### src/sv/gbk_queue.sv
// small register queue between the front and back parts
// no dependencies
module gbk_queue #(
   parameter int WIDTH = 8,
   parameter int DEPTH = 2
) (
   input  logic             clock,
   input  logic             reset,
   input  logic             in_valid,
   output logic             in_ready,
   input  logic [WIDTH-1:0] in_data,
   output logic             out_valid,
   input  logic             out_ready,
   output logic [WIDTH-1:0] out_data
);
   localparam int PW = DEPTH > 1 ? $clog2(DEPTH) : 1;
   localparam int CW = $clog2(DEPTH + 1);

   logic [WIDTH-1:0] slot_ff [DEPTH];
   logic [PW-1:0]    wp_ff, wp_in, rp_ff, rp_in;
   logic [CW-1:0]    cnt_ff, cnt_in;
   logic             push, pop;

   always_comb begin
      in_ready  = cnt_ff != CW'(DEPTH);
      out_valid = cnt_ff != '0;
      push      = in_valid && in_ready;
      pop       = out_valid && out_ready;
      wp_in     = push ? (wp_ff == PW'(DEPTH - 1) ? '0 : wp_ff + PW'(1)) : wp_ff;
      rp_in     = pop ? (rp_ff == PW'(DEPTH - 1) ? '0 : rp_ff + PW'(1)) : rp_ff;
      cnt_in    = cnt_ff + CW'(push) - CW'(pop);
      out_data  = slot_ff[rp_ff];
   end

   always_ff @(posedge clock) begin
      if (push) begin
         slot_ff[wp_ff] <= in_data;
      end
      if (reset) begin
         wp_ff  <= '0;
         rp_ff  <= '0;
         cnt_ff <= '0;
      end else begin
         wp_ff  <= wp_in;
         rp_ff  <= rp_in;
         cnt_ff <= cnt_in;
      end
   end
endmodule

### config.mk
export PLATFORM = sky130hd
export DESIGN_NAME = gbk_queue
export DESIGN_NICKNAME = d
export VERILOG_FILES = /design/src/sv/gbk_queue.sv
export SDC_FILE = /design/constraint.sdc
export NUM_CORES = 1
export LEC_CHECK = 0
export ABC_AREA = 1
export ABC_CLOCK_PERIOD_IN_PS = 1700
export BUFFER_PORTS_ARGS = -buffer_cell sky130_fd_sc_hd__buf_2
export CORE_MARGIN = 10
export CORE_UTILIZATION = 49
export CTS_CLUSTER_SIZE = 24
export DETAILED_ROUTE_END_ITERATION = 10
export PLACE_DENSITY_LB_ADDON = 0.15
export SYNTH_ARGS = -nofsm -noshare
export SYNTH_HDL_FRONTEND = slang
export SYNTH_SLANG_ARGS = --single-unit
### constraint.sdc
create_clock -name clock -period 1.7 [get_ports clock]
set_input_delay 0.255 -clock clock [delete_from_list [all_inputs] [get_ports clock]]
set_output_delay 0.255 -clock clock [all_outputs]
set_load 0.03 [all_outputs]
==> qor.csv <==
metric,value,unit
clk_skew,0.01033,ns
Commonest cells post-synth,"edfxtp_1, inv_1, mux2_2",
Critical Path AT,1.28,ns
Min-Delay Endpoint,cnt_ff[0],
Power Density,1566,mW/mm^2
CTS buffer count,3,
Crit-path slowest cell,dfxtp_2,
htree depth,1,
maxcap violations,0,
row count,14,
Startpoint Class,flip-flop,
asr flop ratio synth,0,%
"Design Area, Final",0.001001,sq mm
gr ovfl total,0,
worst min path class,in2reg,
Tmin final,1.536,ns
# IOs,22,
Final ANT Viol Nets,0,
Final Hold Viols,0,
Hold WS,0.1434,ns
Worst Path Max Fanout,8,
Die ar.,0.003765,sq mm
DRC,0,
Hold Crit Depth,2,
Synth Warn #,0,
core area,0.001559,sq mm
global-route wire length before repair,2.187,mm
postcts setup bufs,0,
LEAKAGE,0.4148,nW
DRT Pass-1 Iters,4,
Die H,61.36,microns
Worst-Skew Late Latency,0.29,ns
fin util,64.21,%
Total GRT Usage,7.848,%
R2R cell count,11,
setup violators final,0,
unrepaired setup endpoints after global routing,false,
Avg Inst Size Synth,13.74,sq um
DP Worst Slack,0.3189,ns
fmax,650.9,MHz
Hold Buf Count CTS,0,
fin nets,101,
DRT Wirelength,1.353,mm
DIE WIDTH,61.36,microns
slew of the pin with the lowest slew margin,0.4840,ns
top-count cell post-synth,edfxtp_1,
largest cells by area after synthesis,"edfxtp_1, dfxtp_1, mux2_2, inv_1, nand2_1",
Synth Register Bits,21,
ANT cells,0,
Detailed Place HPWL,1.064,mm
fin. max-slew vios,0,
Max stage delay on crit path,0.45,ns
fin crit share,90.37,%
"Top FF cell, synth",edfxtp_1,
Routability Congestion,0.7789,
"Net Count, Synth",74,
critical-path cell list,mux2_2 > buf_2,
register area share after synthesis,69.25,%
via count,518,
share of layout cells above drive strength 1,47.13,%
Setup Total Neg Slack,0,ns
initial antenna violation count,0,
WS Path Type,reg2out,
number of synthesized flops with an enable pin,16,
Yosys top cell by area,edfxtp_1,
clock root cell,clkbuf_4,
start point of the worst hold path,reset,
Worst-path clk slew,0.11,ns
Sinks on Clock Net,21,
clk buf depth,2,
CP Capture Type,output port,
worst vdd ir,856.2,uV
final setup margin,0.1636,ns
Area Growth Syn to Fin,19.40,%
vias per inst,5.029,
Synth Cell Area,838.3,sq um
Port Buffers,21,
R2R setup slack,0.30,ns
relative slew slack,67.70,%
mean routed wirelength per cell,13.14,microns
reg-to-reg startpoint,cnt_ff[0],
status,"finished, final reports clean",
post-synth top area share,57.31,%
largest net degree at the start of global routing,12,
CP Data Required Time,1.44,ns
distinct cell type count after synthesis,16,
Initial Utilization,53.77,%
Post-Synthesis Cells,61,
number of global-route vias before repair,553,
post_cts resized,0,
Starting DRT DRC Count,15,
CTS tree,done,
reg2reg end,cnt_ff[1],
post-place instance area,973.4,sq um
[layout by cell type (no fill, tap or decap), types with 2 or more instances in the layout]
cell	instances
clkbuf_4	3
nand2_1	6
a21oi_1	2
edfxtp_1	16
mux2_2	8
buf_4	2
buf_2	21
dfxtp_1	4
inv_1	8
nor2_1	6
nor2_2	2
[flip-flops by register name (all words and copies together) (netlist names), named ones only]
name / cells
wp_ff: 1
slot_ff: 16
cnt_ff: 2
rp_ff: 1
[critical path, delay by kind of cell, from the launching register on]
family	cells	cell delay, ns
flip-flops	1	0.45
multiplexers	1	0.36
buffers and inverters	1	0.18
[per-stage QoR]
| stage | total power [W] | instances |
|---|---|---|
| 6_report | 0.001567 | 103 |
| 5_1_grt | 0.001687 | 103 |
| 4_1_cts | 0.001587 | 103 |
| 3_5_place_dp | 0.001368 | 99 |
| 3_3_place_gp | 0.001353 | 99 |
| 2_1_floorplan | 0.001197 | 61 |
[worst max-delay path by stage]
stage	depth (start not counted)	startpoint	endpoint
after global placement	9	cnt_ff[1]	cnt_ff[1]
after detailed placement	10	cnt_ff[0]	cnt_ff[1]
after global routing	2	flip-flop	out_data[3]
after CTS	2	flip-flop	out_data[5]
final	2	flip-flop	out_data[5]
after floorplan	4	cnt_ff[0]	slot_ff[0][0]
[metal layers]
metal	global-route usage, %	up-vias	part of all wire (%)
met3	4.115	2	10
met2	13.17	14	50
met4	3.822	0	1.0
met5	0	-	0
met1	7.888	246	39
li1	-	256	-
[cells by family (layout without fill, tap and decap cells)]
| group | count (synthesis) | after routing | share of synthesized area [%] |
|---|---|---|---|
| buf+inv | 9 | 35 | 4.179 |
| mux | 8 | 8 | 10.75 |
| simple gates | 19 | 19 | 12.09 |
| flops | 21 | 21 | 69.25 |
| compound gates | 2 | 2 | 1.194 |
| fa+ha+maj | 1 | 1 | 1.492 |
| xor+xnor | 1 | 1 | 1.045 |
[power breakdown]
part / switching, W / total (W) / internal (W) / leakage, nW
registers: 0.0000632 / 0.000725 / 0.000662 / 0.191
clock network: 0.000129 / 0.000220 / 0.0000910 / 0.0150
logic: 0.000396 / 0.000622 / 0.000226 / 0.209
total: 0.000588 / 0.00157 / 0.000979 / 0.415
[final cells by class]
| cell class | count | area [sq um] |
|---|---|---|
| fill | 127 | 558.0 |
| multi-input combinational | 31 | 222.7 |
| timing repair buffer | 23 | 120.1 |
| tap | 16 | 20.02 |
| clock buffer | 4 | 26.28 |
| sequential | 21 | 581.8 |
| inverter | 8 | 30.03 |
No activity file was read; power rests on OpenSTA's default activity.
