File: src/sv/gbk_pkg.sv
// shared types and constants of the grid bucketed keypoint selector
// no dependencies
package gbk_pkg;
   localparam int IDX_W     = 12;  // kept index width
   localparam int KEY_W     = 32;  // strength with sign bit flipped
   localparam int ENT_W     = IDX_W + KEY_W;
   localparam int DIM_W     = 13;
   localparam int CS_W      = 11;
   localparam int GRID_W    = 14;  // grid columns, rows and divider width
   localparam int CELLS_W   = 28;
   localparam int OP_CELL_W = 14;
   localparam int OP_PER_W  = 7;

   localparam logic KIND_LOAD  = 1'b0;
   localparam logic KIND_DRAIN = 1'b1;

   typedef enum logic [1:0] {
      CSR_IMAGE_WIDTH,
      CSR_IMAGE_HEIGHT,
      CSR_CELL_SIZE,
      CSR_TARGET_FEATURES
   } csr_index_type;

   typedef struct packed {
      logic                 kind;
      logic [OP_CELL_W-1:0] bucket;
      logic [OP_PER_W-1:0]  per;
      logic [KEY_W-1:0]     key;
   } gbk_op_type;

   localparam int OP_W = $bits(gbk_op_type);

   typedef enum logic [2:0] {
      FS_IDLE,
      FS_GEOM_START,
      FS_GEOM_WAIT,
      FS_CELLS,
      FS_PER,
      FS_DIV_WAIT,
      FS_MUL,
      FS_PUSH
   } front_state_type;

   typedef enum logic [3:0] {
      BS_CLEAR,
      BS_IDLE,
      BS_L_CNT,
      BS_L_SCAN,
      BS_L_CMP,
      BS_L_DONE,
      BS_D_RD,
      BS_D_CHK,
      BS_D_ENT,
      BS_EMIT
   } back_state_type;
endpackage

File: src/sv/gbk_div.sv
// restoring divider, one quotient bit per cycle
// no dependencies
module gbk_div #(
   parameter int W = 14
) (
   input  logic         clock,
   input  logic         reset,
   input  logic         start,
   input  logic [W-1:0] dividend,
   input  logic [W-1:0] divisor,
   output logic         done,
   output logic [W-1:0] quotient
);
   localparam int CW = $clog2(W + 1);

   logic [W-1:0]  q_ff, q_in, d_ff, d_in;
   logic [W:0]    rem_ff, rem_in;
   logic [CW-1:0] cnt_ff, cnt_in;
   logic          busy_ff, busy_in, done_ff, done_in;
   logic [W:0]    shifted;
   logic          ge;

   always_comb begin
      shifted = {rem_ff[W-1:0], q_ff[W-1]};
      ge      = shifted >= {1'b0, d_ff};
      q_in    = q_ff;
      d_in    = d_ff;
      rem_in  = rem_ff;
      cnt_in  = cnt_ff;
      busy_in = busy_ff;
      done_in = 1'b0;
      if (start) begin
         q_in    = dividend;
         d_in    = divisor;
         rem_in  = '0;
         cnt_in  = CW'(W);
         busy_in = 1'b1;
      end else if (busy_ff) begin
         rem_in = ge ? shifted - {1'b0, d_ff} : shifted;
         q_in   = {q_ff[W-2:0], ge};
         cnt_in = cnt_ff - CW'(1);
         if (cnt_ff == CW'(1)) begin
            busy_in = 1'b0;
            done_in = 1'b1;
         end
      end
   end

   always_ff @(posedge clock) begin
      q_ff   <= q_in;
      d_ff   <= d_in;
      rem_ff <= rem_in;
      cnt_ff <= cnt_in;
      if (reset) begin
         busy_ff <= 1'b0;
         done_ff <= 1'b0;
      end else begin
         busy_ff <= busy_in;
         done_ff <= done_in;
      end
   end

   assign done     = done_ff;
   assign quotient = q_ff;
endmodule

File: src/sv/gbk_front.sv
// front part: grid geometry, item accept, cell classification
// depends on gbk_pkg and gbk_div
module gbk_front import gbk_pkg::*; #(
   parameter int MAX_CELLS    = 1024,
   parameter int MAX_PER_CELL = 8
) (
   input  logic             clock,
   input  logic             reset,
   input  logic [DIM_W-1:0] image_width,
   input  logic [DIM_W-1:0] image_height,
   input  logic [CS_W-1:0]  cell_size,
   input  logic [DIM_W-1:0] target_features,
   input  logic             csr_we,
   input  logic             req_tvalid,
   output logic             req_tready,
   input  logic [63:0]      req_tdata,
   input  logic             req_tuser,
   output logic             op_valid,
   input  logic             op_ready,
   output gbk_op_type       op
);
   localparam int PER_W = $clog2(MAX_PER_CELL + 1);

   front_state_type      state_ff, state_in;
   logic                 dirty_ff, dirty_in;
   logic [GRID_W-1:0]    gcols_ff, gcols_in, grows_ff, grows_in;
   logic [GRID_W-1:0]    gx_ff, gx_in, gy_ff, gy_in;
   logic [CELLS_W-1:0]   cells_ff, cells_in, cell_ff, cell_in;
   logic [PER_W-1:0]     per_ff, per_in, per_cnt;
   logic [KEY_W-1:0]     key_ff, key_in;
   logic                 kind_ff, kind_in;
   logic [CS_W-1:0]      cs1;
   logic [DIM_W-1:0]     w1, h1;
   logic                 div_start, done_x, done_y;
   logic [GRID_W-1:0]    dvd_x, dvd_y, dvs, q_x, q_y;
   logic [CELLS_W-1:0]   cell_clamp;

   gbk_div #(.W(GRID_W)) u_div_x (
      .clock(clock), .reset(reset), .start(div_start), .dividend(dvd_x),
      .divisor(dvs), .done(done_x), .quotient(q_x)
   );
   gbk_div #(.W(GRID_W)) u_div_y (
      .clock(clock), .reset(reset), .start(div_start), .dividend(dvd_y),
      .divisor(dvs), .done(done_y), .quotient(q_y)
   );

   always_comb begin
      cs1 = (cell_size == '0) ? CS_W'(1) : cell_size;
      w1  = (image_width == '0) ? DIM_W'(1) : image_width;
      h1  = (image_height == '0) ? DIM_W'(1) : image_height;
      dvs = GRID_W'(cs1);
      if (state_ff == FS_GEOM_START) begin
         dvd_x = GRID_W'(w1) + GRID_W'(cs1) - GRID_W'(1);
         dvd_y = GRID_W'(h1) + GRID_W'(cs1) - GRID_W'(1);
      end else begin
         dvd_x = GRID_W'(req_tdata[15:4]);
         dvd_y = GRID_W'(req_tdata[31:20]);
      end
      // per cell share: count of multiples of the cell count within target, up to MAX_PER_CELL
      per_cnt = '0;
      for (int p = 1; p <= MAX_PER_CELL; p++) begin
         if ({7'd0, cells_ff} * (CELLS_W + 7)'(p) <= (CELLS_W + 7)'(target_features)) begin
            per_cnt = per_cnt + PER_W'(1);
         end
      end
      cell_clamp = (cell_ff >= CELLS_W'(MAX_CELLS)) ? CELLS_W'(MAX_CELLS - 1) : cell_ff;
   end

   always_comb begin
      state_in   = state_ff;
      dirty_in   = csr_we ? 1'b1 : dirty_ff;
      gcols_in   = gcols_ff;
      grows_in   = grows_ff;
      gx_in      = gx_ff;
      gy_in      = gy_ff;
      cells_in   = cells_ff;
      cell_in    = cell_ff;
      per_in     = per_ff;
      key_in     = key_ff;
      kind_in    = kind_ff;
      div_start  = 1'b0;
      req_tready = 1'b0;
      op_valid   = 1'b0;
      case (state_ff)
         FS_IDLE: begin
            req_tready = !dirty_ff;
            if (dirty_ff) begin
               state_in = FS_GEOM_START;
            end else if (req_tvalid) begin
               kind_in = req_tuser;
               key_in  = req_tdata[63:32] ^ 32'h8000_0000;
               if (req_tuser == KIND_DRAIN) begin
                  state_in = FS_PUSH;
               end else begin
                  div_start = 1'b1;
                  state_in  = FS_DIV_WAIT;
               end
            end
         end
         FS_GEOM_START: begin
            div_start = 1'b1;
            dirty_in  = csr_we;
            state_in  = FS_GEOM_WAIT;
         end
         FS_GEOM_WAIT: begin
            if (done_x && done_y) begin
               gcols_in = q_x;
               grows_in = q_y;
               state_in = FS_CELLS;
            end
         end
         FS_CELLS: begin
            cells_in = CELLS_W'(gcols_ff) * CELLS_W'(grows_ff);
            state_in = FS_PER;
         end
         FS_PER: begin
            per_in   = (per_cnt == '0) ? PER_W'(1) : per_cnt;
            state_in = FS_IDLE;
         end
         FS_DIV_WAIT: begin
            if (done_x && done_y) begin
               gx_in    = (q_x > gcols_ff - GRID_W'(1)) ? gcols_ff - GRID_W'(1) : q_x;
               gy_in    = (q_y > grows_ff - GRID_W'(1)) ? grows_ff - GRID_W'(1) : q_y;
               state_in = FS_MUL;
            end
         end
         FS_MUL: begin
            cell_in  = CELLS_W'(gy_ff) * CELLS_W'(gcols_ff) + CELLS_W'(gx_ff);
            state_in = FS_PUSH;
         end
         FS_PUSH: begin
            op_valid = 1'b1;
            if (op_ready) begin
               state_in = FS_IDLE;
            end
         end
         default: begin
            state_in = FS_IDLE;
         end
      endcase
   end

   always_comb begin
      op.kind   = kind_ff;
      op.bucket = OP_CELL_W'(cell_clamp);
      op.per    = OP_PER_W'(per_ff);
      op.key    = key_ff;
   end

   always_ff @(posedge clock) begin
      gcols_ff <= gcols_in;
      grows_ff <= grows_in;
      gx_ff    <= gx_in;
      gy_ff    <= gy_in;
      cells_ff <= cells_in;
      cell_ff  <= cell_in;
      per_ff   <= per_in;
      key_ff   <= key_in;
      kind_ff  <= kind_in;
      if (reset) begin
         state_ff <= FS_IDLE;
         dirty_ff <= 1'b1;
      end else begin
         state_ff <= state_in;
         dirty_ff <= dirty_in;
      end
   end
endmodule

File: config.mk
export PLATFORM = sky130hd
export DESIGN_NAME = gbk_front
export DESIGN_NICKNAME = d
export VERILOG_FILES = /design/src/sv/gbk_pkg.sv /design/src/sv/gbk_div.sv /design/src/sv/gbk_front.sv
export SDC_FILE = /design/constraint.sdc
export NUM_CORES = 2
export LEC_CHECK = 0
export BUFFER_PORTS_ARGS = -buffer_cell sky130_fd_sc_hd__buf_2
export CELL_PAD_IN_SITES_DETAIL_PLACEMENT = 0
export CELL_PAD_IN_SITES_GLOBAL_PLACEMENT = 1
export CORE_MARGIN = 2
export CORE_UTILIZATION = 35
export CTS_BUF_LIST = sky130_fd_sc_hd__clkbuf_2 sky130_fd_sc_hd__clkbuf_4 sky130_fd_sc_hd__clkbuf_8
export DETAILED_ROUTE_END_ITERATION = 10
export GPL_TIMING_DRIVEN = 0
export PLACE_DENSITY_LB_ADDON = 0.1
export REMOVE_ABC_BUFFERS = 1
export SLEW_MARGIN = 30
export SYNTH_ARGS = -nofsm -noshare
export SYNTH_HDL_FRONTEND = slang
export SYNTH_SLANG_ARGS = --single-unit
File: constraint.sdc
create_clock -name clock -period 8.8 [get_ports clock]
set_clock_uncertainty 0.1 [all_clocks]
set_input_delay 1.32 -clock clock [delete_from_list [all_inputs] [get_ports clock]]
set_output_delay 1.32 -clock clock [all_outputs]
set_load 0.02 [all_outputs]
==> metrics.md <==
| Metric | Value |
|---|---|
| Drt pass-1 iters | `5` |
| Period minus WS final | `just over 8000 ps` |
| EDFF count, synth | `188` |
| Fin Setup TNS | `0 ps` |
| Period utilisation layout | `between 90% and 100%` |
| Vias post-DR | `25,919` |
| Worst-margin pin slew | `a little over 900 ps` |
| DR vias/cell | `roughly 5.0` |
| Leak | `about 18 nW` |
| Clock Pin Slew Worst Setup and Hold Paths | `about 60 ps` |
| Crit-path max FO | `10` |
| Resized Gates After CTS | `0` |
| Row count | `roughly 110` |
| Synthesized flop and latch total | `232` |
| Detailed Place HPWL | `74.0 mm` |
| Worst skew pair latency | `680 ps` |
| CP arrival | `8390 ps` |
| Crit end category | `register` |
| Power, Total | `just over 6 mW` |
| Vias in the first global route | `about 27,000` |
| Hold WS | `393 ps` |
| Antenna Nets Post-Route | `0` |
| # clock sinks | `232` |
| Ys flop type | `edfxtp_1` |
| Hold Path Origin | `u_div_y.rem_ff[1]$_SDFFE_PP0P_` |
| Die Height | `316 µm` |
| Flop-to-flop setup slack | `660 ps` |
| Yosys warning total | `0` |
| Critical path's slowest cell | `edfxtp_1` |
| TritonCTS clock tree | `built` |
| Cell Pwr Density | `about 160 nW/µm²` |
| Clock H-tree levels | `2` |
| Largest net degree at the start of global routing | `59` |
| Slowest stage delay, CP | `760 ps` |
| Root Driver | `clkbuf_8` |
| Post-synth top area cell | `fa_1` |
| Clk buf depth | `3` |
| Crit Path Category | `reg -> reg` |
| FFs w/ async S/R, synth | `0%` |
| Top cell type's share of synthesized area | `19.4%` |
| Seq/Total Area, Yosys | `19.1%` |
| Cell count after synthesis | `3,764` |
| Worst VDD drop | `approximately 0.23 mV` |
| Grt total ovfl | `0` |
| Total die area | `99,900 µm²` |
| Worst hold path endpoint | `u_div_y.rem_ff[1]$_SDFFE_PP0P_` |
| Num CTS Buffers | `46` |
| Layout cells sized above 1 | `~8.6%` |
| Worst setup SP type | `register` |
| Slew Limit Fails | `0` |
| Worst Hold Depth | `2` |
| Tightest Hold Check Type | `reg -> reg` |
| Max Cap Viol | `0` |
| Post-Syn Area | `34,100 µm²` |
| Area growth syn-to-layout | `10.1%` |
| Initial DRC count | `1,170` |
| Max frequency | `around 120 MHz` |
| Core area | `96,600 µm²` |
| Ports | `176` |
| RSZ-0062 raised after global routing | `no` |
| Initial antenna violation count | `5` |
| WL/cell | `17.8 µm` |
| Worst r2r dst | `per_ff[0]$_SDFFCE_PN1P_` |
| Average size of a mapped cell | `9.06 µm²` |
| RD Place Congestion | `0.809` |
| Reg2reg start | `cells_ff[1]$_DFFE_PN_` |
| Worst r2r path cells | `28` |
| # nets final | `between 4,000 and 5,000` |
| Global-route wire length before repair | `about 150 mm` |
| I/O Buffers | `160` |
| WP data required | `9060 ps` |
| Distinct cells, synth | `93` |
| Final setup fails | `0` |
| Die Wd | `316 µm` |
| Initial Utilization | `35.3%` |
| Total GRT Usage | `around a fifth` |
| Max transition margin | `37.8%` |
| Residual DRC | `0` |
| Final hold viol count | `0` |
| Top cells by area, synth | `fa_1, ha_1, edfxtp_1` |
| Routed WL | `91.9 mm` |
| Status | `finished clean` |
-- repair_timing --
action	CTS	global route
endpoints found under the setup margin	0	2
setup buffers	0	6
hold buffers	0	0
-- flip-flops by register name, summed over array words and instances, names as in the netlist, 14 cells and up --
signal            cells
grows_ff             14
u_div_x.quotient     14
gcols_ff             14
cell_ff              28
key_ff               32
u_div_x.rem_ff       14
cells_ff             28
gx_ff                14
u_div_y.quotient     14
u_div_y.rem_ff       14
gy_ff                14
-- cells by family (layout without fill, tap and decap cells) --
group / after synthesis / in the layout / share of synthesized area (%)
AO/OA/AOI/OAI: 680 / 680 / 12.8
XOR/XNOR: 168 / 168 / 4.46
adder cells (fa/ha/maj): 843 / 843 / 38.2
buffers and inverters: 672 / 801 / 7.54
flip-flops: 232 / 232 / 19.1
multiplexers: 47 / 47 / 1.40
other: 1 / 8 / 0.0110
AND/OR/NAND/NOR: 1121 / 1121 / 16.4
-- placed cells by master (no fill, tap or decap), types with 52 or more instances in the layout --
cell	count
a21o_1	60
a21oi_1	217
and2_1	167
buf_2	161
edfxtp_1	188
fa_1	330
ha_1	513
inv_1	510
nand2_1	377
nor2_1	205
nor3_1	52
o21ai_0	125
xnor2_1	112
-- final cells by class --
class	instances	area (µm²)
flip-flops and latches	232	6530
inverters	512	1920
multi-input cells	2866	25100
diodes	1	2.50
clock inverters	25	275
fillers	9844	59000
well taps	1276	1600
clock buffers	61	758
repair buffers	203	1370
-- per-stage QoR --
step / instance area, µm² / instances / util [%] / setup slack, ps
3_5_place_dp: 36500 / 5083 / 37.7 / 342
6_report: 37500 / 5176 / 38.9 / 664
5_1_grt: 37500 / 5176 / 38.9 / 28.2
3_3_place_gp: 35900 / 5046 / 37.1 / 135
4_1_cts: 37500 / 5169 / 38.8 / 270
2_1_floorplan: 33500 / 3610 / - / 1710
-- cells in the mapped netlist, drive strengths merged, types with 33 or more instances --
cell type / instances
clkbuf: 142
dfxtp: 44
nor2b: 39
ha: 513
a21o: 60
nand3: 48
nor2: 207
inv: 512
nand2b: 51
nand4: 49
edfxtp: 188
fa: 330
xnor2: 113
a211oi: 43
o21bai: 33
nor3: 55
o21ai: 130
mux2i: 41
xor2: 53
a21oi: 219
o21a: 44
nor4: 34
nand2: 378
and2: 167
-- power breakdown --
part / internal, mW / switching [mW]
Combinational: 1.29 / 1.78
Clock: 0.720 / 0.542
Sequential: 1.52 / 0.310
-- how the worst max path moves through the flow --
| stage | from | cells past startpoint | endpoint | slack [ps] |
|---|---|---|---|---|
| 2_1_floorplan | target_features[1] | 32 | per_ff[0]$_SDFFCE_PN1P_ | 1710 |
| 3_3_place_gp | cells_ff[2]$_DFFE_PN_ | 26 | per_ff[0]$_SDFFCE_PN1P_ | 140 |
| 3_5_place_dp | cells_ff[2]$_DFFE_PN_ | 30 | per_ff[0]$_SDFFCE_PN1P_ | 340 |
| 4_1_cts | cells_ff[2]$_DFFE_PN_ | 30 | per_ff[0]$_SDFFCE_PN1P_ | 270 |
| 5_1_grt | cells_ff[1]$_DFFE_PN_ | 28 | per_ff[0]$_SDFFCE_PN1P_ | 30 |
| 6_report | cells_ff[1]$_DFFE_PN_ | 28 | per_ff[0]$_SDFFCE_PN1P_ | 660 |
-- per-layer routing --
layer	part of all wire [%]	track usage [%]	vias to the layer above
met1	47	25.2	12456
met4	2.4	4.80	8
met3	3.0	2.00	115
met5	0.048	0	-
li1	-	-	12952
met2	47	32.1	388
-- critical path, delay by kind of cell (launching register included) --
kind / cells / cell delay [ps]
XOR/XNOR: 4 / 1040
adder cells (fa/ha/maj): 4 / 1200
AND/OR/NAND/NOR: 7 / 1370
buffers and inverters: 1 / 50
AO/OA/AOI/OAI: 12 / 3330
flip-flops: 1 / 760
Power figures use the tool's default switching activity.
